===== src/rtl/ttw_pkg.sv =====
`default_nettype none

package ttw_pkg;

	// default window geometry
	localparam int unsigned LINES_DEF   = 6;
	localparam int unsigned COLUMNS_DEF = 21;

	// line width register after reset
	localparam logic [4:0] LINE_WIDTH_RST = 5'd21;

	// depth of the queue between front and back
	localparam int unsigned QDEPTH = 2;

	// character codes
	localparam logic [7:0] CH_ESC   = 8'h1B;
	localparam logic [7:0] CH_LBR   = 8'h5B;
	localparam logic [7:0] CH_SPACE = 8'h20;
	localparam logic [7:0] CH_TILDE = 8'h7E;
	localparam logic [7:0] CH_LF    = 8'h0A;
	localparam logic [7:0] CH_CR    = 8'h0D;
	localparam logic [7:0] CH_LO_A  = 8'h61;
	localparam logic [7:0] CH_LO_Z  = 8'h7A;
	localparam logic [7:0] CH_UP_A  = 8'h41;
	localparam logic [7:0] CH_UP_Z  = 8'h5A;

	// request kinds
	typedef enum logic {
		REQ_BYTE = 1'b0,
		REQ_READ = 1'b1
	} req_t;

	// one classified transaction as held in the queue
	typedef struct packed {
		req_t       req;
		logic [7:0] rx_byte;
		logic [2:0] read_row;
		logic [4:0] read_col;
		logic       is_letter;
		logic       is_lbr;
		logic       is_print;
		logic       is_break;
	} item_t;

	function automatic logic is_letter(input logic [7:0] c);
		return ((c >= CH_LO_A) && (c <= CH_LO_Z)) || ((c >= CH_UP_A) && (c <= CH_UP_Z));
	endfunction

	function automatic logic is_break(input logic [7:0] c);
		return (c == CH_LF) || (c == CH_CR);
	endfunction

endpackage

`default_nettype wire


===== src/rtl/ttw_ram.sv =====
`default_nettype none

module ttw_ram #(
	parameter int unsigned WIDTH = 7,
	parameter int unsigned DEPTH = 126
) (
	input  wire logic                     clk,
	input  wire logic                     we,
	input  wire logic [$clog2(DEPTH)-1:0] waddr,
	input  wire logic [WIDTH-1:0]         wdata,
	input  wire logic                     re,
	input  wire logic [$clog2(DEPTH)-1:0] raddr,
	output logic      [WIDTH-1:0]         rdata
);

	logic [WIDTH-1:0] mem_q [DEPTH];
	logic [WIDTH-1:0] rdata_q;

	// one write port, one registered read port
	always_ff @(posedge clk) begin
		if (we) begin
			mem_q[waddr] <= wdata;
		end
		if (re) begin
			rdata_q <= mem_q[raddr];
		end
	end

	assign rdata = rdata_q;

endmodule

`default_nettype wire


===== src/rtl/ttw_front.sv =====
`default_nettype none

module ttw_front (
	input  wire logic          req_type,
	input  wire logic [7:0]    rx_byte,
	input  wire logic [2:0]    read_row,
	input  wire logic [4:0]    read_col,
	output ttw_pkg::item_t     item
);

	// classify the incoming byte once, so the back only selects
	always_comb begin
		item.req       = ttw_pkg::req_t'(req_type);
		item.rx_byte   = rx_byte;
		item.read_row  = read_row;
		item.read_col  = read_col;
		item.is_letter = ttw_pkg::is_letter(rx_byte);
		item.is_lbr    = (rx_byte == ttw_pkg::CH_LBR);
		item.is_print  = (rx_byte >= ttw_pkg::CH_SPACE) && (rx_byte <= ttw_pkg::CH_TILDE);
		item.is_break  = ttw_pkg::is_break(rx_byte);
	end

endmodule

`default_nettype wire


===== src/rtl/ttw_queue.sv =====
`default_nettype none

module ttw_queue (
	input  wire logic             clk,
	input  wire logic             arst_n,
	input  wire logic             push,
	input  wire ttw_pkg::item_t   push_item,
	output logic                  full,
	input  wire logic             pop,
	output logic                  empty,
	output ttw_pkg::item_t        head
);

	localparam int unsigned QAW = $clog2(ttw_pkg::QDEPTH);
	localparam int unsigned QCW = $clog2(ttw_pkg::QDEPTH + 1);

	ttw_pkg::item_t  mem_q [ttw_pkg::QDEPTH];
	logic [QAW-1:0]  wr_ptr_q;
	logic [QAW-1:0]  rd_ptr_q;
	logic [QCW-1:0]  count_q;

	assign full  = (count_q == QCW'(ttw_pkg::QDEPTH));
	assign empty = (count_q == '0);
	assign head  = mem_q[rd_ptr_q];

	// entry storage
	always_ff @(posedge clk) begin
		if (push) begin
			mem_q[wr_ptr_q] <= push_item;
		end
	end

	// pointers and fill count
	always_ff @(posedge clk or negedge arst_n) begin
		if (!arst_n) begin
			wr_ptr_q <= '0;
			rd_ptr_q <= '0;
			count_q  <= '0;
		end else begin
			if (push) begin
				wr_ptr_q <= (wr_ptr_q == QAW'(ttw_pkg::QDEPTH - 1)) ? '0 : wr_ptr_q + 1'b1;
			end
			if (pop) begin
				rd_ptr_q <= (rd_ptr_q == QAW'(ttw_pkg::QDEPTH - 1)) ? '0 : rd_ptr_q + 1'b1;
			end
			if (push && !pop) begin
				count_q <= count_q + 1'b1;
			end else if (pop && !push) begin
				count_q <= count_q - 1'b1;
			end
		end
	end

endmodule

`default_nettype wire


===== src/rtl/ttw_back.sv =====
`default_nettype none

module ttw_back #(
	parameter int unsigned LINES   = ttw_pkg::LINES_DEF,
	parameter int unsigned COLUMNS = ttw_pkg::COLUMNS_DEF
) (
	input  wire logic          clk,
	input  wire logic          arst_n,
	input  wire logic [4:0]    line_width,
	input  wire logic          q_empty,
	input  wire ttw_pkg::item_t it,
	output logic               pop,
	output logic               out_valid,
	input  wire logic          out_stall,
	output logic [6:0]         read_char,
	output logic               read_valid,
	output logic [2:0]         cursor_row,
	output logic [4:0]         cursor_len,
	output logic               char_stored,
	output logic               line_advanced,
	output logic               scrolled,
	output logic               in_escape
);

	localparam int unsigned RW = $clog2(LINES);
	localparam int unsigned LW = $clog2(COLUMNS + 1);
	localparam int unsigned AW = $clog2(LINES * COLUMNS);
	localparam int unsigned CW = LW + 5;
	localparam int unsigned XW = RW + 3;

	// window state
	logic [RW-1:0] top_q;
	logic [RW-1:0] cur_slot_q;
	logic [RW-1:0] cursor_q;
	logic [LW-1:0] cur_len_q;
	logic          esc_q;
	logic [7:0]    prev_q;
	logic [LW-1:0] len_q [LINES];

	// output register
	logic          out_valid_q;
	logic          rvalid_q;
	logic [2:0]    crow_q;
	logic [4:0]    clen_q;
	logic          stored_q;
	logic          adv_q;
	logic          scr_q;
	logic          esc_out_q;

	// byte path
	logic [CW-1:0] lw_ext;
	logic [CW-1:0] lw_eff;
	logic          need_new;
	logic [RW-1:0] top_n;
	logic [RW-1:0] slot_n;
	logic [RW-1:0] cursor_n;
	logic [LW-1:0] len_n;
	logic [LW-1:0] wcol;
	logic          esc_n;
	logic          stored;
	logic          adv;
	logic          scr;
	logic          we;
	logic [AW-1:0] waddr;

	// read path
	logic [XW-1:0] row_ext;
	logic          row_ok;
	logic [RW-1:0] row_tr;
	logic [RW:0]   rsum;
	logic [RW-1:0] rslot;
	logic [LW-1:0] rlen;
	logic          rvalid;
	logic [AW-1:0] raddr;
	logic          re;
	logic [6:0]    ram_rdata;

	logic          do_byte;

	// take the head transaction when the output register is free or drains
	assign pop     = !q_empty && (!out_valid_q || !out_stall);
	assign do_byte = pop && (it.req == ttw_pkg::REQ_BYTE);
	assign re      = pop && (it.req == ttw_pkg::REQ_READ);

	// effective width, clamped to one .. COLUMNS
	always_comb begin
		lw_ext = CW'(line_width);
		if (lw_ext == '0) begin
			lw_eff = CW'(1);
		end else if (lw_ext > CW'(COLUMNS)) begin
			lw_eff = CW'(COLUMNS);
		end else begin
			lw_eff = lw_ext;
		end
	end

	// received byte: escape tracking, line breaks, append
	always_comb begin
		esc_n    = esc_q;
		top_n    = top_q;
		slot_n   = cur_slot_q;
		cursor_n = cursor_q;
		len_n    = cur_len_q;
		wcol     = cur_len_q;
		need_new = 1'b0;
		stored   = 1'b0;
		adv      = 1'b0;
		scr      = 1'b0;
		we       = 1'b0;
		if (esc_q) begin
			if (it.is_letter) begin
				esc_n = 1'b0;
			end
		end else if (it.is_lbr && (prev_q == ttw_pkg::CH_ESC)) begin
			esc_n = 1'b1;
		end else if (it.is_print || it.is_break) begin
			need_new = (CW'(cur_len_q) >= lw_eff) ||
				(it.is_break && !ttw_pkg::is_break(prev_q));
			if (need_new) begin
				// rows below the cursor are always empty, so the new row starts at zero
				adv    = 1'b1;
				len_n  = '0;
				slot_n = (cur_slot_q == RW'(LINES - 1)) ? '0 : cur_slot_q + 1'b1;
				if (cursor_q == RW'(LINES - 1)) begin
					scr   = 1'b1;
					top_n = (top_q == RW'(LINES - 1)) ? '0 : top_q + 1'b1;
				end else begin
					cursor_n = cursor_q + 1'b1;
				end
			end
			wcol = len_n;
			if (it.is_print && (CW'(len_n) < CW'(COLUMNS))) begin
				we     = 1'b1;
				stored = 1'b1;
				len_n  = len_n + 1'b1;
			end
		end
	end

	assign waddr = AW'(slot_n) * AW'(COLUMNS) + AW'(wcol);

	// cell read: visible row to ring slot, length check
	always_comb begin
		row_ext = XW'(it.read_row);
		row_ok  = (row_ext < XW'(LINES));
		row_tr  = row_ok ? row_ext[RW-1:0] : '0;
		rsum    = {1'b0, top_q} + {1'b0, row_tr};
		if (rsum >= (RW + 1)'(LINES)) begin
			rsum = rsum - (RW + 1)'(LINES);
		end
		rslot  = rsum[RW-1:0];
		rlen   = len_q[rslot];
		rvalid = row_ok && (CW'(it.read_col) < CW'(rlen)) &&
			(CW'(it.read_col) < CW'(COLUMNS));
		raddr  = AW'(rslot) * AW'(COLUMNS) + AW'(it.read_col);
	end

	ttw_ram #(
		.WIDTH(7),
		.DEPTH(LINES * COLUMNS)
	) u_cells (
		.clk  (clk),
		.we   (do_byte && we),
		.waddr(waddr),
		.wdata(it.rx_byte[6:0]),
		.re   (re),
		.raddr(raddr),
		.rdata(ram_rdata)
	);

	// state update on each received byte
	always_ff @(posedge clk or negedge arst_n) begin
		if (!arst_n) begin
			top_q      <= '0;
			cur_slot_q <= '0;
			cursor_q   <= '0;
			cur_len_q  <= '0;
			esc_q      <= 1'b0;
			prev_q     <= '0;
			for (int i = 0; i < LINES; i++) begin
				len_q[i] <= '0;
			end
		end else if (do_byte) begin
			top_q         <= top_n;
			cur_slot_q    <= slot_n;
			cursor_q      <= cursor_n;
			cur_len_q     <= len_n;
			esc_q         <= esc_n;
			prev_q        <= it.rx_byte;
			len_q[slot_n] <= len_n;
		end
	end

	// output register control
	always_ff @(posedge clk or negedge arst_n) begin
		if (!arst_n) begin
			out_valid_q <= 1'b0;
		end else if (pop) begin
			out_valid_q <= 1'b1;
		end else if (!out_stall) begin
			out_valid_q <= 1'b0;
		end
	end

	// output register payload
	always_ff @(posedge clk) begin
		if (pop) begin
			if (it.req == ttw_pkg::REQ_READ) begin
				rvalid_q  <= rvalid;
				crow_q    <= 3'(cursor_q);
				clen_q    <= 5'(cur_len_q);
				stored_q  <= 1'b0;
				adv_q     <= 1'b0;
				scr_q     <= 1'b0;
				esc_out_q <= esc_q;
			end else begin
				rvalid_q  <= 1'b0;
				crow_q    <= 3'(cursor_n);
				clen_q    <= 5'(len_n);
				stored_q  <= stored;
				adv_q     <= adv;
				scr_q     <= scr;
				esc_out_q <= esc_n;
			end
		end
	end

	assign out_valid     = out_valid_q;
	assign read_valid    = rvalid_q;
	assign read_char     = rvalid_q ? ram_rdata : 7'd0;
	assign cursor_row    = crow_q;
	assign cursor_len    = clen_q;
	assign char_stored   = stored_q;
	assign line_advanced = adv_q;
	assign scrolled      = scr_q;
	assign in_escape     = esc_out_q;

endmodule

`default_nettype wire


===== src/rtl/terminal_text_window.sv =====
`default_nettype none

// channel   direction  handshake            payload
// in        input      in_valid / in_stall  req_type, rx_byte, read_row, read_col
// out       output     out_valid / out_stall read_char, read_valid, cursor_row, cursor_len,
//                                           char_stored, line_advanced, scrolled, in_escape
// cfg       input      cfg_valid / cfg_ready cfg_data (line width)
//
// one transaction per cycle sustained while out_stall stays low; an accepted transaction is written
// into the queue, then popped by the back as the output register is loaded with its result
// the back unit executes each transaction against the state registers;
// a cell read returns through the registered read port of the cell ram
// reset clears cursor, ring pointer, line lengths and escape state; the cell ram is not cleared
// a two-entry queue absorbs output stalls; in_stall rises when the queue is full

module terminal_text_window #(
	parameter int unsigned LINES   = ttw_pkg::LINES_DEF,
	parameter int unsigned COLUMNS = ttw_pkg::COLUMNS_DEF
) (
	input  wire logic       clk,
	input  wire logic       arst_n,
	input  wire logic       in_valid,
	output logic            in_stall,
	input  wire logic       req_type,
	input  wire logic [7:0] rx_byte,
	input  wire logic [2:0] read_row,
	input  wire logic [4:0] read_col,
	output logic            out_valid,
	input  wire logic       out_stall,
	output logic [6:0]      read_char,
	output logic            read_valid,
	output logic [2:0]      cursor_row,
	output logic [4:0]      cursor_len,
	output logic            char_stored,
	output logic            line_advanced,
	output logic            scrolled,
	output logic            in_escape,
	input  wire logic       cfg_valid,
	output logic            cfg_ready,
	input  wire logic [4:0] cfg_data
);

	ttw_pkg::item_t front_item;
	ttw_pkg::item_t head_item;
	logic           q_full;
	logic           q_empty;
	logic           q_pop;
	logic [4:0]     lw_q;

	// line width register
	assign cfg_ready = 1'b1;

	always_ff @(posedge clk or negedge arst_n) begin
		if (!arst_n) begin
			lw_q <= ttw_pkg::LINE_WIDTH_RST;
		end else if (cfg_valid && cfg_ready) begin
			lw_q <= cfg_data;
		end
	end

	// front: classify incoming transactions
	ttw_front u_front (
		.req_type(req_type),
		.rx_byte (rx_byte),
		.read_row(read_row),
		.read_col(read_col),
		.item    (front_item)
	);

	assign in_stall = q_full;

	ttw_queue u_queue (
		.clk      (clk),
		.arst_n   (arst_n),
		.push     (in_valid && !q_full),
		.push_item(front_item),
		.full     (q_full),
		.pop      (q_pop),
		.empty    (q_empty),
		.head     (head_item)
	);

	// back: window state, cell ram and output register
	ttw_back #(
		.LINES  (LINES),
		.COLUMNS(COLUMNS)
	) u_back (
		.clk          (clk),
		.arst_n       (arst_n),
		.line_width   (lw_q),
		.q_empty      (q_empty),
		.it           (head_item),
		.pop          (q_pop),
		.out_valid    (out_valid),
		.out_stall    (out_stall),
		.read_char    (read_char),
		.read_valid   (read_valid),
		.cursor_row   (cursor_row),
		.cursor_len   (cursor_len),
		.char_stored  (char_stored),
		.line_advanced(line_advanced),
		.scrolled     (scrolled),
		.in_escape    (in_escape)
	);

	// an invalid cell reads as zero
	assert property (@(posedge clk) disable iff (!arst_n)
		out_valid && !read_valid |-> read_char == 7'd0)
		else $error("invalid cell read returned a non-zero character");

	// scrolling only happens on a line advance from the bottom row
	assert property (@(posedge clk) disable iff (!arst_n)
		out_valid && scrolled |-> line_advanced && (cursor_row == 3'(LINES - 1)))
		else $error("scroll without line advance on the bottom row");

	// a stored character means the escape sequence is closed
	assert property (@(posedge clk) disable iff (!arst_n)
		out_valid && char_stored |-> !in_escape && !read_valid)
		else $error("character stored while in escape or on a read");

	// reads never alter the window
	assert property (@(posedge clk) disable iff (!arst_n)
		out_valid && read_valid |-> !char_stored && !line_advanced && !scrolled)
		else $error("cell read reported a window change");

endmodule

`default_nettype wire


===== config.mk =====
export PLATFORM = sky130hd
export DESIGN_NAME = terminal_text_window
export DESIGN_NICKNAME = d
export VERILOG_FILES = /design/src/rtl/ttw_pkg.sv /design/src/rtl/ttw_ram.sv /design/src/rtl/ttw_front.sv /design/src/rtl/ttw_queue.sv /design/src/rtl/ttw_back.sv /design/src/rtl/terminal_text_window.sv
export SDC_FILE = /design/constraint.sdc
export NUM_CORES = 1
export LEC_CHECK = 0
export ABC_CLOCK_PERIOD_IN_PS = 7000
export BUFFER_PORTS_ARGS = -buffer_cell sky130_fd_sc_hd__buf_2
export CORE_MARGIN = 2
export CORE_UTILIZATION = 30
export CTS_BUF_LIST = sky130_fd_sc_hd__clkbuf_16
export CTS_CLUSTER_DIAMETER = 100
export CTS_CLUSTER_SIZE = 12
export DETAILED_ROUTE_END_ITERATION = 6
export PLACE_DENSITY = 0.5
export SYNTH_ARGS = -nofsm -noshare
export SYNTH_HDL_FRONTEND = slang
export SYNTH_SLANG_ARGS = --single-unit

===== constraint.sdc =====
create_clock -name clk -period 7 [get_ports clk]
set_input_delay 0.7 -clock clk [delete_from_list [all_inputs] [get_ports clk]]
set_output_delay 0.7 -clock clk [all_outputs]
set_load 0.01 [all_outputs]

==> results.py <==
metrics = {
    "cts": {
        "holdBufCountCts": 0,
        "clockBufferDepth": 3,
        "cts_setup_buffers": 0,
        "cts_htree_levels": 3,
        "tritoncts": "built",
        "cts.sinks": 1007,
        "cts_resized": 0,
        "cts-root-buf": "clkbuf_16",
        "insertion_delay_ns": 0.70,
        "clk_pin_slew_ns": 0.06,
        "cts_inserted_buffers": 94,
    },
    "global_route": {
        "grt.busiest_layer": "met2",
        "antenna_found_initial": 9,
        "grt_max_degree": 101,
        "grt_pass1_vias": 22200,
        "use_met3_pct": 3.63,
        "grt_remaining_overflow": 0,
        "grt_use_met2_pct": 23.9,
        "grt_pass1_wl_um": 156000,
        "grt_util_met1_pct": 20.9,
        "groute.usage.overall_pct": 15.1,
    },
    "die": {
        "ios": 50,
        "dieHeight_um": 375,
        "fp.dieW_um": 375,
        "die_area_um2": 141000,
        "core_um2": 137000,
        "floorplan.initialDensity_pct": 30.1,
        "rows": 136,
    },
    "sta": {
        "slew-limit-headroom_pct": 19.5,
        "post-route-period-util_pct": 92.1,
        "max_slew.worst_pin.slew_ns": 1.20,
        "fin_setup_tns_ns": 0,
        "hold_viol_final": 0,
        "max_freq_mhz": 155,
        "rsz0062_at_grt": "no",
        "setup_viol": 0,
        "skew_ns": 0.0444,
        "report.final.slew_viol_count": 0,
        "fin_crit_ns": 6.45,
    },
    "synthesis": {
        "syn_inst": 2201,
        "yosys_warnings": 0,
        "synth-seq-cells": 1007,
        "yosysUniqueCellTypes": 70,
        "synth_area_um2": 41300,
        "synth-async-reset-ratio_pct": 6.26,
        "synth.yosys.seq_area_share_pct": 72.5,
        "synth_flop_cell": "edfxtp_1",
        "syn_nets": 2271,
        "syn-mean-instance-area_um2": 18.8,
        "synth_enable_flop_cells": 944,
    },
    "drt": {
        "vias_per_cell": 5.09,
        "drt-wirelength-per-cell_um": 25.4,
        "num_vias": 21400,
        "antenna_left": 0,
        "postRouteWirelength_um": 107000,
        "firstDrtPassIters": 5,
        "drcViolationCount": 0,
        "first_iter_violations": 2121,
    },
    "finish": {
        "drive_gt1_share_pct": 25.4,
        "final_common_cell": "edfxtp_1",
        "final_cell_mix": "edfxtp_1 (944), mux4_2 (211), nor3_1 (147)",
        "areaGrowthSynthToFinish_pct": 14.4,
        "nNetsFinal": 2449,
    },
    "placed_design": {
        "dp_hpwl_um": 67200,
        "portBuffers": 48,
        "routabilityCongestion": 0.806,
    },
    "critical_path": {
        "cp_slowest_cell": "nor3_1",
        "start_kind": "flop",
        "critical-path-max-stage-delay_ns": 1.20,
        "critPathArrivalTime_ns": 6.74,
        "worstPathMaxFanout": 13,
        "worst_setup_path_end_kind": "flop",
        "crit_path_frequent_cell": "ha_1",
        "crit_chain": "nor4_1, nor2_1, o21ai_0, ha_1, nand2b_1, a21oi_1, o21ai_1, o21ai_2, buf_4, a2bb2oi_4, inv_1, ha_1, ha_1, inv_1, fa_1, xor2_1, and2_1, nand2_1, nor3_1",
        "worstSetupPathType": "reg2reg",
        "crit_required_ns": 7.29,
    },
    "job": {
        "maxCapViolCount": 0,
    },
    "status": {
        "status": "complete, no violations",
    },
    "min_path": {
        "hold_class": "in2async",
    },
}
==> logic make-up (layout without fill, tap and decap cells) <==
kind of cell             Yosys count  in the layout  share of synthesized area (%)
AO/OA/AOI/OAI                    187            187                           3.10
flip-flops                      1007           1007                           72.5
buffers and inverters            145            350                           1.54
multiplexers                     390            390                           16.1
XOR/XNOR                          26             26                          0.588
other                              1              2                        0.00909
AND/OR/NAND/NOR                  402            402                           4.74
adder cells (fa/ha/maj)           43             43                           1.39
==> through the flow <==
step	hold slack (ns)	cells	area (um2)	utilization (%)	setup slack, ns
2_1_floorplan	0.404	2201	41300	-	0.528
3_3_place_gp	0.471	4077	44600	32.6	0.399
3_5_place_dp	0.472	4077	44600	32.6	0.547
4_1_cts	0.162	4200	47200	34.5	0.535
5_1_grt	0.177	4200	47200	34.5	0.0974
6_report	0.217	4201	47200	34.5	0.555
==> critical path: cells and delay by family, from the launching register on <==
family | cells | cell delay, ns
and+or+nand+nor | 6 | 2.63
adders and majority gates | 4 | 1.39
AOI/OAI and AO/OA | 5 | 1.04
DFF | 1 | 0.43
buffers and inverters | 3 | 0.39
xor gates and xnor gates | 1 | 0.19
==> metal layers <==
metal	vias to the layer above	part of all wire (%)
li1	9257	-
met1	11300	44
met2	738	47
met3	135	7.0
met4	0	2.3
met5	-	0
==> Yosys cell counts, types with 14 or more instances <==
master	number	share of area [%]
a22oi_1	14	0.25
inv_1	32	0.29
nand2_1	73	0.66
nand3_1	22	0.27
a21oi_1	36	0.44
clkbuf_1	49	0.45
nor2_1	83	0.75
a211oi_1	48	0.87
o21ai_0	26	0.32
mux2_2	80	2.2
edfxtp_1	944	69
buf_2	47	0.57
nor2b_1	17	0.26
and2_1	22	0.33
o22ai_1	14	0.21
mux4_2	211	12
ha_1	38	1.2
nor3_1	148	1.8
dfrtp_1	60	3.6
mux2i_1	99	2.4
==> area by class of cell <==
type	count	area [um2]
Clock inverter	28	241
Antenna cell	1	2.50
Multi-Input combinational cell	1049	10800
Timing Repair Buffer	195	1480
Sequential cell	1007	29900
Clock buffer	95	2380
Tap cell	1794	2240
Fill cell	12800	89800
Inverter	32	120
==> path summary, 6_finish.rpt <==
check                                 start                          end  slack (ns)  cells after the start
setup / recovery                    lw_q[3]  u_back.u_cells.mem_q[70][2]        0.55                     19
hold / removal                       arst_n             u_back.len_q[19]        0.22                      2
setup reg to reg                    lw_q[3]  u_back.u_cells.mem_q[70][2]        0.55                     19
hold reg to reg            u_back.prev_q[7]             u_back.prev_q[7]        0.48                      2
max in group asynchronous            arst_n              u_back.top_q[1]        6.22                      2
min in group clk                   req_type         u_queue.mem_q[0][20]        0.22                      1
==> sequential cells by signal, indices dropped and copies added (netlist names) <==
register	flops
lw_q	5
u_back.char_stored	1
u_back.cur_len_q	5
u_back.cur_slot_q	3
u_back.cursor_len	5
u_back.cursor_q	3
u_back.cursor_row	3
u_back.esc_q	1
u_back.in_escape	1
u_back.len_q	30
u_back.line_advanced	1
u_back.out_valid	1
u_back.prev_q	8
u_back.read_valid	1
u_back.scrolled	1
u_back.top_q	3
u_back.u_cells.mem_q	882
u_back.u_cells.rdata	7
u_queue.count_q	2
u_queue.mem_q	42
u_queue.rd_ptr_q	1
u_queue.wr_ptr_q	1
Power is not shown: default switching activity piles up to over one toggle a cycle in this logic, so the estimate is an artifact.
